### src/rtl/pbd_pkg.sv
// shared types, constants and helpers for the pulse beat detector
// used by pbd_div and pulse_beat_detector_bpm; no dependencies
package pbd_pkg;

	// field widths
	localparam int SAMPLE_W = 12;
	localparam int TIME_W   = 32;
	localparam int IV_W     = 16;
	localparam int BPM_W    = 16;
	localparam int QUAL_W   = 7;
	localparam int RATIO_W  = 8;

	// history ring
	localparam int HISTORY_DEPTH = 8;
	localparam int HIST_IW       = $clog2(HISTORY_DEPTH);
	localparam int CNT_W         = $clog2(HISTORY_DEPTH + 1);
	localparam int SUM_W         = IV_W + HIST_IW;

	// shared divider widths
	localparam int DIV_W    = SUM_W;
	localparam int DIVSOR_W = IV_W;
	localparam int DIV_CW   = $clog2(DIV_W);

	// detector constants
	localparam logic [SAMPLE_W-1:0] SAMPLE_MAX   = 12'd4095;
	localparam logic [SAMPLE_W-1:0] THRESH_RESET = 12'd2048;
	localparam logic [SAMPLE_W:0]   HYSTERESIS   = 13'd50;
	localparam logic [BPM_W-1:0]    BPM_NUM      = 16'd60000;
	localparam logic [BPM_W-1:0]    BPM_LO       = 16'd40;
	localparam logic [BPM_W-1:0]    BPM_HI       = 16'd180;
	localparam logic [CNT_W-1:0]    MIN_BEATS    = CNT_W'(3);
	localparam logic [QUAL_W-1:0]   QUAL_OK      = 7'd50;

	// configuration port
	localparam int APB_AW = 5;
	localparam int APB_DW = 32;

	typedef enum logic [2:0] {
		REG_DEBOUNCE = 3'd0,
		REG_MIN_IV   = 3'd1,
		REG_MAX_IV   = 3'd2,
		REG_BOUNDS   = 3'd3,
		REG_RATIO    = 3'd4
	} pbd_reg_t;

	// sequencer states
	typedef enum logic [3:0] {
		ST_IDLE,
		ST_BOUNDS,
		ST_THRESH,
		ST_EDGE,
		ST_SUM,
		ST_DIV_MEAN,
		ST_WAIT_MEAN,
		ST_DIV_BPM,
		ST_WAIT_BPM,
		ST_OUT
	} pbd_state_t;

	// channel payloads
	typedef struct packed {
		logic [SAMPLE_W-1:0] sample;
		logic [TIME_W-1:0]   time_ms;
	} pbd_in_t;

	typedef struct packed {
		logic                beat;
		logic [BPM_W-1:0]    bpm;
		logic                bpm_ok;
		logic [QUAL_W-1:0]   quality;
		logic                level_high;
		logic [SAMPLE_W-1:0] threshold;
		logic [SAMPLE_W-1:0] span;
	} pbd_out_t;

	// divider request and response
	typedef struct packed {
		logic                start;
		logic [DIV_W-1:0]    dividend;
		logic [DIVSOR_W-1:0] divisor;
	} pbd_div_req_t;

	typedef struct packed {
		logic             done;
		logic [DIV_W-1:0] quotient;
	} pbd_div_rsp_t;

	// quality code from span
	function automatic logic [QUAL_W-1:0] quality_of(input logic [SAMPLE_W-1:0] span);
		logic [QUAL_W-1:0] q;
		if (span < 12'd20)
			q = 7'd10;
		else if (span < 12'd50)
			q = 7'd30;
		else if (span < 12'd100)
			q = 7'd60;
		else
			q = 7'd85;
		return q;
	endfunction

endpackage

### src/rtl/pulse_beat_detector_bpm.sv
// pulse beat detector: adaptive threshold, interval ring and bpm estimate
// each sample passes the bounds, threshold and edge states before the result register; one
// that gives a new bpm also takes a serial sum over the n stored intervals (n up to 8) and
// the shared 19-bit divider, once for the mean and, unless the mean is zero, for the bpm
// throughput: one sample at a time; sample stall stays high until the result is registered
// reset: asynchronous, active low; registers take their defaults, all tracking state cleared
module pulse_beat_detector_bpm
	import pbd_pkg::*;
(
	input  logic              clk,
	input  logic              arst_n,
	// configuration port
	input  logic              psel,
	input  logic              penable,
	input  logic              pwrite,
	input  logic [APB_AW-1:0] paddr,
	input  logic [APB_DW-1:0] pwdata,
	output logic [APB_DW-1:0] prdata,
	output logic              pready,
	// sample channel
	input  logic              smp_valid,
	output logic              smp_stall,
	input  pbd_in_t           smp,
	// result channel
	output logic              res_valid,
	input  logic              res_stall,
	output pbd_out_t          res
);

	// configuration registers
	logic [IV_W-1:0]    debounce_q;
	logic [IV_W-1:0]    min_iv_q;
	logic [IV_W-1:0]    max_iv_q;
	logic [IV_W-1:0]    bounds_period_q;
	logic [RATIO_W-1:0] ratio_q;
	logic               cfg_wr;
	pbd_reg_t           cfg_idx;

	// sequencer
	pbd_state_t state_q;
	pbd_state_t state_n;

	// latched sample
	logic [SAMPLE_W-1:0] sample_q;
	logic [TIME_W-1:0]   now_q;

	// tracking state
	logic [SAMPLE_W-1:0] min_q;
	logic [SAMPLE_W-1:0] max_q;
	logic [SAMPLE_W-1:0] thresh_q;
	logic [TIME_W-1:0]   bounds_time_q;
	logic [TIME_W-1:0]   prev_beat_q;
	logic                have_prev_q;
	logic [TIME_W-1:0]   detect_time_q;
	logic [IV_W-1:0]     ring_q [HISTORY_DEPTH];
	logic [HIST_IW-1:0]  ring_pos_q;
	logic [CNT_W-1:0]    beat_cnt_q;
	logic [BPM_W-1:0]    bpm_q;
	logic                above_q;

	// per-sample working registers
	logic                deb_ok_q;
	logic [TIME_W-1:0]   iv_q;
	logic                iv_ok_q;
	logic                beat_q;
	logic [CNT_W-1:0]    sum_cnt_q;
	logic [SUM_W-1:0]    total_q;
	logic [IV_W-1:0]     mean_q;

	// result register
	pbd_out_t res_q;
	logic     res_valid_q;

	// combinational helpers
	logic                bounds_clr;
	logic [SAMPLE_W-1:0] min_base;
	logic [SAMPLE_W-1:0] max_base;
	logic [SAMPLE_W-1:0] min_new;
	logic [SAMPLE_W-1:0] max_new;
	logic [SAMPLE_W-1:0] thr_span;
	logic [SAMPLE_W+RATIO_W-1:0] thr_prod;
	logic                detect;
	logic                fall;
	logic [CNT_W-1:0]    beat_cnt_inc;
	logic                iv_store;
	logic [SAMPLE_W-1:0] span_now;
	logic [QUAL_W-1:0]   qual_now;
	logic                res_free;
	pbd_div_req_t        div_req;
	pbd_div_rsp_t        div_rsp;

	// ---------------- configuration port ----------------

	assign pready  = 1'b1;
	assign cfg_wr  = psel & penable & pwrite & pready;
	assign cfg_idx = pbd_reg_t'(paddr[APB_AW-1:2]);

	// register writes
	always_ff @(posedge clk or negedge arst_n) begin
		if (!arst_n) begin
			debounce_q      <= 16'd250;
			min_iv_q        <= 16'd300;
			max_iv_q        <= 16'd2000;
			bounds_period_q <= 16'd2000;
			ratio_q         <= 8'd153;
		end else if (cfg_wr) begin
			case (cfg_idx)
				REG_DEBOUNCE: debounce_q      <= pwdata[IV_W-1:0];
				REG_MIN_IV:   min_iv_q        <= pwdata[IV_W-1:0];
				REG_MAX_IV:   max_iv_q        <= pwdata[IV_W-1:0];
				REG_BOUNDS:   bounds_period_q <= pwdata[IV_W-1:0];
				REG_RATIO:    ratio_q         <= pwdata[RATIO_W-1:0];
				default: ;
			endcase
		end
	end

	// register reads
	always_comb begin
		case (cfg_idx)
			REG_DEBOUNCE: prdata = APB_DW'(debounce_q);
			REG_MIN_IV:   prdata = APB_DW'(min_iv_q);
			REG_MAX_IV:   prdata = APB_DW'(max_iv_q);
			REG_BOUNDS:   prdata = APB_DW'(bounds_period_q);
			REG_RATIO:    prdata = APB_DW'(ratio_q);
			default:      prdata = '0;
		endcase
	end

	// ---------------- sequencer ----------------

	assign res_free = !res_valid_q || !res_stall;

	// next state
	always_comb begin
		state_n = state_q;
		case (state_q)
			ST_IDLE:      if (smp_valid) state_n = ST_BOUNDS;
			ST_BOUNDS:    state_n = ST_THRESH;
			ST_THRESH:    state_n = ST_EDGE;
			ST_EDGE:      state_n = (detect && iv_store && beat_cnt_inc >= MIN_BEATS) ?
			                        ST_SUM : ST_OUT;
			ST_SUM:       if (sum_cnt_q + 1'b1 == beat_cnt_q) state_n = ST_DIV_MEAN;
			ST_DIV_MEAN:  state_n = ST_WAIT_MEAN;
			ST_WAIT_MEAN: if (div_rsp.done) state_n = ST_DIV_BPM;
			ST_DIV_BPM:   state_n = (mean_q == '0) ? ST_OUT : ST_WAIT_BPM;
			ST_WAIT_BPM:  if (div_rsp.done) state_n = ST_OUT;
			ST_OUT:       if (res_free) state_n = ST_IDLE;
			default:      state_n = ST_IDLE;
		endcase
	end

	// sequencer outputs
	always_comb begin
		smp_stall        = (state_q != ST_IDLE);
		div_req.start    = 1'b0;
		div_req.dividend = total_q;
		div_req.divisor  = DIVSOR_W'(beat_cnt_q);
		case (state_q)
			ST_DIV_MEAN: div_req.start = 1'b1;
			ST_DIV_BPM: begin
				div_req.start    = (mean_q != '0);
				div_req.dividend = DIV_W'(BPM_NUM);
				div_req.divisor  = mean_q;
			end
			default: ;
		endcase
	end

	always_ff @(posedge clk or negedge arst_n) begin
		if (!arst_n)
			state_q <= ST_IDLE;
		else
			state_q <= state_n;
	end

	// ---------------- datapath ----------------

	function automatic logic [TIME_W-1:0] smp_sub(input logic [TIME_W-1:0] a,
	                                              input logic [TIME_W-1:0] b);
		return a - b;
	endfunction

	// bounds window and running min/max
	always_comb begin
		bounds_clr = ((smp_sub(now_q, bounds_time_q)) > TIME_W'(bounds_period_q));
		min_base   = bounds_clr ? SAMPLE_MAX : min_q;
		max_base   = bounds_clr ? '0 : max_q;
		min_new    = (sample_q < min_base) ? sample_q : min_base;
		max_new    = (sample_q > max_base) ? sample_q : max_base;
	end

	// threshold as min plus ratio of span
	always_comb begin
		thr_span = max_q - min_q;
		thr_prod = thr_span * ratio_q;
	end

	// edge detection with hysteresis
	always_comb begin
		detect       = deb_ok_q && !above_q && (sample_q > thresh_q);
		fall         = deb_ok_q && above_q &&
		               (({1'b0, sample_q} + HYSTERESIS) < {1'b0, thresh_q});
		iv_store     = have_prev_q && iv_ok_q;
		beat_cnt_inc = (beat_cnt_q < CNT_W'(HISTORY_DEPTH)) ? beat_cnt_q + 1'b1 : beat_cnt_q;
	end

	// tracking and control state
	always_ff @(posedge clk or negedge arst_n) begin
		if (!arst_n) begin
			min_q         <= SAMPLE_MAX;
			max_q         <= '0;
			thresh_q      <= THRESH_RESET;
			bounds_time_q <= '0;
			prev_beat_q   <= '0;
			have_prev_q   <= 1'b0;
			detect_time_q <= '0;
			ring_pos_q    <= '0;
			beat_cnt_q    <= '0;
			bpm_q         <= '0;
			above_q       <= 1'b0;
			beat_q        <= 1'b0;
			for (int i = 0; i < HISTORY_DEPTH; i++)
				ring_q[i] <= '0;
		end else begin
			case (state_q)
				ST_IDLE: begin
					if (smp_valid)
						beat_q <= 1'b0;
				end
				ST_BOUNDS: begin
					min_q <= min_new;
					max_q <= max_new;
					if (bounds_clr)
						bounds_time_q <= now_q;
				end
				ST_THRESH: begin
					if (sample_q > min_q)
						thresh_q <= min_q + thr_prod[SAMPLE_W+RATIO_W-1:RATIO_W];
				end
				ST_EDGE: begin
					if (detect) begin
						above_q       <= 1'b1;
						prev_beat_q   <= now_q;
						have_prev_q   <= 1'b1;
						detect_time_q <= now_q;
						if (iv_store) begin
							ring_q[ring_pos_q] <= iv_q[IV_W-1:0];
							ring_pos_q <= (ring_pos_q == HIST_IW'(HISTORY_DEPTH - 1)) ?
							              '0 : ring_pos_q + 1'b1;
							beat_cnt_q <= beat_cnt_inc;
							if (beat_cnt_inc >= MIN_BEATS)
								beat_q <= 1'b1;
						end
					end else if (fall) begin
						above_q <= 1'b0;
					end
				end
				ST_DIV_BPM: begin
					if (mean_q == '0)
						bpm_q <= BPM_NUM;
				end
				ST_WAIT_BPM: begin
					if (div_rsp.done)
						bpm_q <= div_rsp.quotient[BPM_W-1:0];
				end
				default: ;
			endcase
		end
	end

	// per-sample working values
	always_ff @(posedge clk) begin
		case (state_q)
			ST_IDLE: begin
				if (smp_valid) begin
					sample_q <= smp.sample;
					now_q    <= smp.time_ms;
				end
			end
			ST_BOUNDS: begin
				deb_ok_q <= (smp_sub(now_q, detect_time_q) >= TIME_W'(debounce_q));
				iv_q     <= smp_sub(now_q, prev_beat_q);
				iv_ok_q  <= (smp_sub(now_q, prev_beat_q) >= TIME_W'(min_iv_q)) &&
				            (smp_sub(now_q, prev_beat_q) <= TIME_W'(max_iv_q));
			end
			ST_EDGE: begin
				sum_cnt_q <= '0;
				total_q   <= '0;
			end
			// serial sum over the stored intervals
			ST_SUM: begin
				total_q   <= total_q + SUM_W'(ring_q[sum_cnt_q[HIST_IW-1:0]]);
				sum_cnt_q <= sum_cnt_q + 1'b1;
			end
			ST_WAIT_MEAN: begin
				if (div_rsp.done)
					mean_q <= div_rsp.quotient[IV_W-1:0];
			end
			default: ;
		endcase
	end

	// shared divider for mean and bpm
	pbd_div u_div (
		.clk    (clk),
		.arst_n (arst_n),
		.req    (div_req),
		.rsp    (div_rsp)
	);

	// ---------------- result register ----------------

	always_comb begin
		span_now = (max_q > min_q) ? (max_q - min_q) : '0;
		qual_now = quality_of(span_now);
	end

	always_ff @(posedge clk or negedge arst_n) begin
		if (!arst_n)
			res_valid_q <= 1'b0;
		else if (state_q == ST_OUT && res_free)
			res_valid_q <= 1'b1;
		else if (!res_stall)
			res_valid_q <= 1'b0;
	end

	always_ff @(posedge clk) begin
		if (state_q == ST_OUT && res_free) begin
			res_q.beat       <= beat_q;
			res_q.bpm        <= bpm_q;
			res_q.bpm_ok     <= (bpm_q >= BPM_LO) && (bpm_q <= BPM_HI) &&
			                    (beat_cnt_q >= MIN_BEATS) && (qual_now >= QUAL_OK);
			res_q.quality    <= qual_now;
			res_q.level_high <= above_q;
			res_q.threshold  <= thresh_q;
			res_q.span       <= span_now;
		end
	end

	assign res_valid = res_valid_q;
	assign res       = res_q;

endmodule

### src/rtl/pbd_div.sv
// serial restoring divider, one quotient bit per cycle
// depends on pbd_pkg for widths and the request/response structs
module pbd_div
	import pbd_pkg::*;
(
	input  logic         clk,
	input  logic         arst_n,
	input  pbd_div_req_t req,
	output pbd_div_rsp_t rsp
);

	logic [DIV_W-1:0]    dq_q;
	logic [DIVSOR_W-1:0] rem_q;
	logic [DIVSOR_W-1:0] dvs_q;
	logic [DIV_CW-1:0]   cnt_q;
	logic                busy_q;
	logic                done_q;
	logic [DIVSOR_W:0]   rem_sh;
	logic [DIVSOR_W:0]   rem_diff;
	logic                ge;

	// trial subtract of the shifted remainder
	always_comb begin
		rem_sh   = {rem_q, dq_q[DIV_W-1]};
		rem_diff = rem_sh - {1'b0, dvs_q};
		ge       = (rem_sh >= {1'b0, dvs_q});
	end

	// iteration control
	always_ff @(posedge clk or negedge arst_n) begin
		if (!arst_n) begin
			busy_q <= 1'b0;
			done_q <= 1'b0;
			cnt_q  <= '0;
		end else begin
			done_q <= 1'b0;
			if (req.start) begin
				busy_q <= 1'b1;
				cnt_q  <= '0;
			end else if (busy_q) begin
				cnt_q <= cnt_q + 1'b1;
				if (cnt_q == DIV_CW'(DIV_W - 1)) begin
					busy_q <= 1'b0;
					done_q <= 1'b1;
				end
			end
		end
	end

	// remainder and quotient shift register
	always_ff @(posedge clk) begin
		if (req.start) begin
			dq_q  <= req.dividend;
			dvs_q <= req.divisor;
			rem_q <= '0;
		end else if (busy_q) begin
			dq_q  <= {dq_q[DIV_W-2:0], ge};
			rem_q <= ge ? rem_diff[DIVSOR_W-1:0] : rem_sh[DIVSOR_W-1:0];
		end
	end

	assign rsp.done     = done_q;
	assign rsp.quotient = dq_q;

endmodule

### config.mk
export PLATFORM = sky130hd
export DESIGN_NAME = pulse_beat_detector_bpm
export DESIGN_NICKNAME = d
export VERILOG_FILES = /design/src/rtl/pbd_pkg.sv /design/src/rtl/pulse_beat_detector_bpm.sv /design/src/rtl/pbd_div.sv
export SDC_FILE = /design/constraint.sdc
export NUM_CORES = 1
export LEC_CHECK = 0
export ABC_CLOCK_PERIOD_IN_PS = 7800
export BUFFER_PORTS_ARGS = -buffer_cell sky130_fd_sc_hd__buf_2
export CORE_ASPECT_RATIO = 0.7
export CORE_UTILIZATION = 55
export DETAILED_ROUTE_END_ITERATION = 12
export GPL_ROUTABILITY_DRIVEN = 0
export PLACE_DENSITY = 0.74
export RECOVER_POWER = 25
export SETUP_SLACK_MARGIN = 0.3
export SKIP_CTS_REPAIR_TIMING = 1
export SLEW_MARGIN = 20
export SYNTH_ARGS = -nofsm -noshare
export SYNTH_HDL_FRONTEND = slang
export SYNTH_SLANG_ARGS = --single-unit
export TNS_END_PERCENT = 50
### constraint.sdc
create_clock -name clk -period 7.8 [get_ports clk]
set_clock_uncertainty 0.05 [all_clocks]
set_input_delay 0 -clock clk [delete_from_list [all_inputs] [get_ports clk]]
set_output_delay 0 -clock clk [all_outputs]
set_load 0.005 [all_outputs]
==> results.md <==
- Layout cells sized above 1: 18.7%
- DP Wirelength: 62.6 mm
- DR vias/cell: 6.05
- Worst path slowest cell: dfstp_2
- Initial antenna violation count: 4
- Max clock buf depth: 3
- Pins Over Slew Limit: 97
- DR pass1 iterations: 6
- Average cell area after synthesis: 10.6 um^2
- Maximum vdd drop: 0.000161 V
- Synthesized flop and latch total: 538
- # rows: 75
- Grt ovf: 0
- Routed Antenna Nets: 0
- Total core area: 60300 um^2
- Final worst setup slack: 0.450 ns
- Worst R2R Setup Slack: 0.45 ns
- # clock sinks: 538
- Synthesized instance count: 3189
- Yosys top cell area share: 22.1%
- Critical Path End Type: flip-flop
- Clock Latency Late Sink: 0.63 ns
- Reg-to-Reg Start: min_q[1]$_DFFE_PN1P_
- Starting Density: 56.1%
- Routed vias: 25700
- Die height: 210 um
- Top Family by Delay on Critical Path: adder cells
- Hold crit path type: primary input to flip-flop
- TNS Setup: 0 ns
- Worst-Margin Slew: 5.52 ns
- Place WS: -0.0639 ns
- Chip width: 299 um
- Clock tree root buffer cell: clkbuf_16
- Ys flop type: dfrtp_1
- Die Area: 62600 um^2
- Most frequent cells in the layout: dfrtp_1, inv_1, ha_1
- Number of H-tree levels: 2
- Fmax: 136 MHz
- GRT Total Usage: 27.0%
- Final setup vio count: 0
- Post-synth EDFFs: 184
- Synth area leader: dfrtp_1
- First-pass GRT wire length: 134 mm
- Mapped Area: 33900 um^2
- Synth cell types: 101
- Synth top area cells: dfrtp_1, edfxtp_1, ha_1
- CP Buf/Inv Count: 5
- Worst Hold End: now_q[5]$_DFFE_PP_
- CP arrival: 7.85 ns
- Nets@finish: 3828
- Crit share post-route: 94.2%
- Critical path type: flip-flop to flip-flop
- Final Hold Viols: 0
- Hold path startpoint: smp[5]
- RSZ-0062 raised after global routing: false
- Synthesis-to-finish area growth: 13.2%
- Vias in the first global route: 24800
- Pwr Total: 6.20 mW
- Pin count of the biggest net entering global routing: 187
- Req. time, crit path: 8.30 ns
- Crit Path Max Fanout: 8
- # DRC: 0
- Worst hold path depth: 2
- Status: complete, but fails checks
- Pwr/cell area: 162 nW/um^2
- Max cap viols: 1
- Cts bufs inserted: 54
- Worst stage delay on the critical path: 0.59 ns
- IO Count: 173
- Routed wire length per instance: 20.4 um
- DRT iter0 DRCs: 2485
- Sequential fraction of the synthesis area: 42.4%
- Fin crit period: 7.35 ns
- Ys Warns: 0
- WL final: 86.7 mm
- Clock-pin slew on the worst setup and hold paths: 0.07 ns
- Commonest non-fill, non-tap cell in the layout: dfrtp_1
- Failing checks: max-capacitance violations, max-slew violations
- Critical R2R Capture: thresh_q[11]$_DFFE_PN1P_
- Port Buffers: 137
- Leak: 16.9 nW
- CTS tree: yes
- Reg2reg path depth: 33
- Headroom to the max-slew limit: -268%
- Startpoint types: flip-flop
- Asr flop ratio synth: 62.8%
==> cells in the mapped netlist (10+ instances only) <==
| cell | count |
|---|---|
| o22a_1 | 19 |
| mux2_2 | 196 |
| dfstp_2 | 39 |
| o211ai_1 | 15 |
| a21oi_1 | 135 |
| dfrtp_1 | 299 |
| buf_4 | 22 |
| inv_1 | 292 |
| a21o_1 | 65 |
| a211oi_1 | 18 |
| clkbuf_1 | 72 |
| dfxtp_1 | 16 |
| nor3_1 | 44 |
| or3_1 | 15 |
| mux2i_1 | 32 |
| o21bai_1 | 16 |
| nand4_1 | 40 |
| nor2_1 | 175 |
| o31ai_1 | 12 |
| nand2b_1 | 34 |
| edfxtp_1 | 184 |
| and3_1 | 28 |
| ha_1 | 285 |
| nor4_1 | 16 |
| mux4_2 | 40 |
| mux2_1 | 16 |
| a31oi_1 | 18 |
| o21a_1 | 26 |
| fa_1 | 65 |
| a22o_1 | 25 |
| or2_2 | 10 |
| nand2_1 | 274 |
| buf_2 | 17 |
| nand3_1 | 49 |
| and2_1 | 72 |
| xnor2_1 | 62 |
| o21ai_0 | 198 |
| xor2_1 | 43 |
| o22ai_1 | 11 |
| nor2b_1 | 41 |
==> worst max path at each step <==
stage / to / start / depth (start not counted)
2_1_floorplan: thresh_q[11]$_DFFE_PN1P_ / min_q[2]$_DFFE_PN1P_ / 30
3_3_place_gp: thresh_q[11]$_DFFE_PN1P_ / min_q[1]$_DFFE_PN1P_ / 31
3_5_place_dp: min_q[7]$_DFFE_PN1P_ / now_q[0]$_DFFE_PP_ / 32
4_1_cts: thresh_q[11]$_DFFE_PN1P_ / min_q[1]$_DFFE_PN1P_ / 30
5_1_grt: thresh_q[11]$_DFFE_PN1P_ / min_q[1]$_DFFE_PN1P_ / 33
6_report: thresh_q[11]$_DFFE_PN1P_ / min_q[1]$_DFFE_PN1P_ / 33
==> worst reg2reg max path, delay by kind of cell, from the launching register on <==
kind                       cells  cell delay, ns
and+or+nand+nor                9            1.44
DFF                            1            0.59
xor gates and xnor gates       3            0.42
buffers and inverters          5            0.39
AOI/OAI and AO/OA              8            1.41
adders and majority gates      7            2.73
muxes                          1            0.26
==> power breakdown <==
part	total (mW)	leakage, nW	internal [mW]	switching, mW
Sequential	3.11	5.98	3.01	0.0909
Clock	2.64	0.859	1.49	1.15
Combinational	0.450	10.1	0.203	0.247
Total	6.20	16.9	4.71	1.49
==> sequential cells by signal, indices dropped and copies added (netlist names), 19 cells and up <==
name,count
detect_time_q,32
total_q,19
res,48
bounds_time_q,32
now_q,32
ring_q,128
u_div.dq_q,19
==> cell type report <==
cell class | instances | area (um^2)
flip-flops and latches | 538 | 14400
fillers | 4602 | 22000
diodes | 4 | 10.0
clock inverters | 27 | 312
well taps | 808 | 1010
repair buffers | 253 | 1720
clock buffers | 75 | 1470
multi-input cells | 2251 | 18300
inverters | 292 | 1100
==> routing by layer <==
layer  global-route usage [%]  vias up  share of wire [%]
met2                     40.2     1037                 44
met1                     40.7    12800                 46
met5                        0        -                  0
met4                     7.11        0                2.3
li1                         -    11800                  -
met3                     4.62      161                7.7
==> through the flow <==
stage               util [%]  area, um^2  hold WS [ns]  instances
detailed placement      58.6       35300        0.0464       4054
CTS                     61.5       37100        -0.625       4156
floorplan                  -       33900        -0.346       3204
global placement        58.6       35300        0.0380       4054
global route            63.5       38300        0.0209       4247
finish                  63.5       38300        0.0248       4248
==> cells by family (layout without fill, tap and decap cells) <==
group                    count (synthesis)  in the layout  share of synthesized area [%]
AO/OA/AOI/OAI                          658            658                           12.7
XOR/XNOR                               105            105                           2.72
adder cells (fa/ha/maj)                350            350                           14.4
buffers and inverters                  415            647                           4.96
flip-flops                             538            538                           42.4
multiplexers                           284            284                           10.7
other                                    2             21                         0.0222
AND/OR/NAND/NOR                        837            837                           12.1
Power figures use the tool's default switching activity.
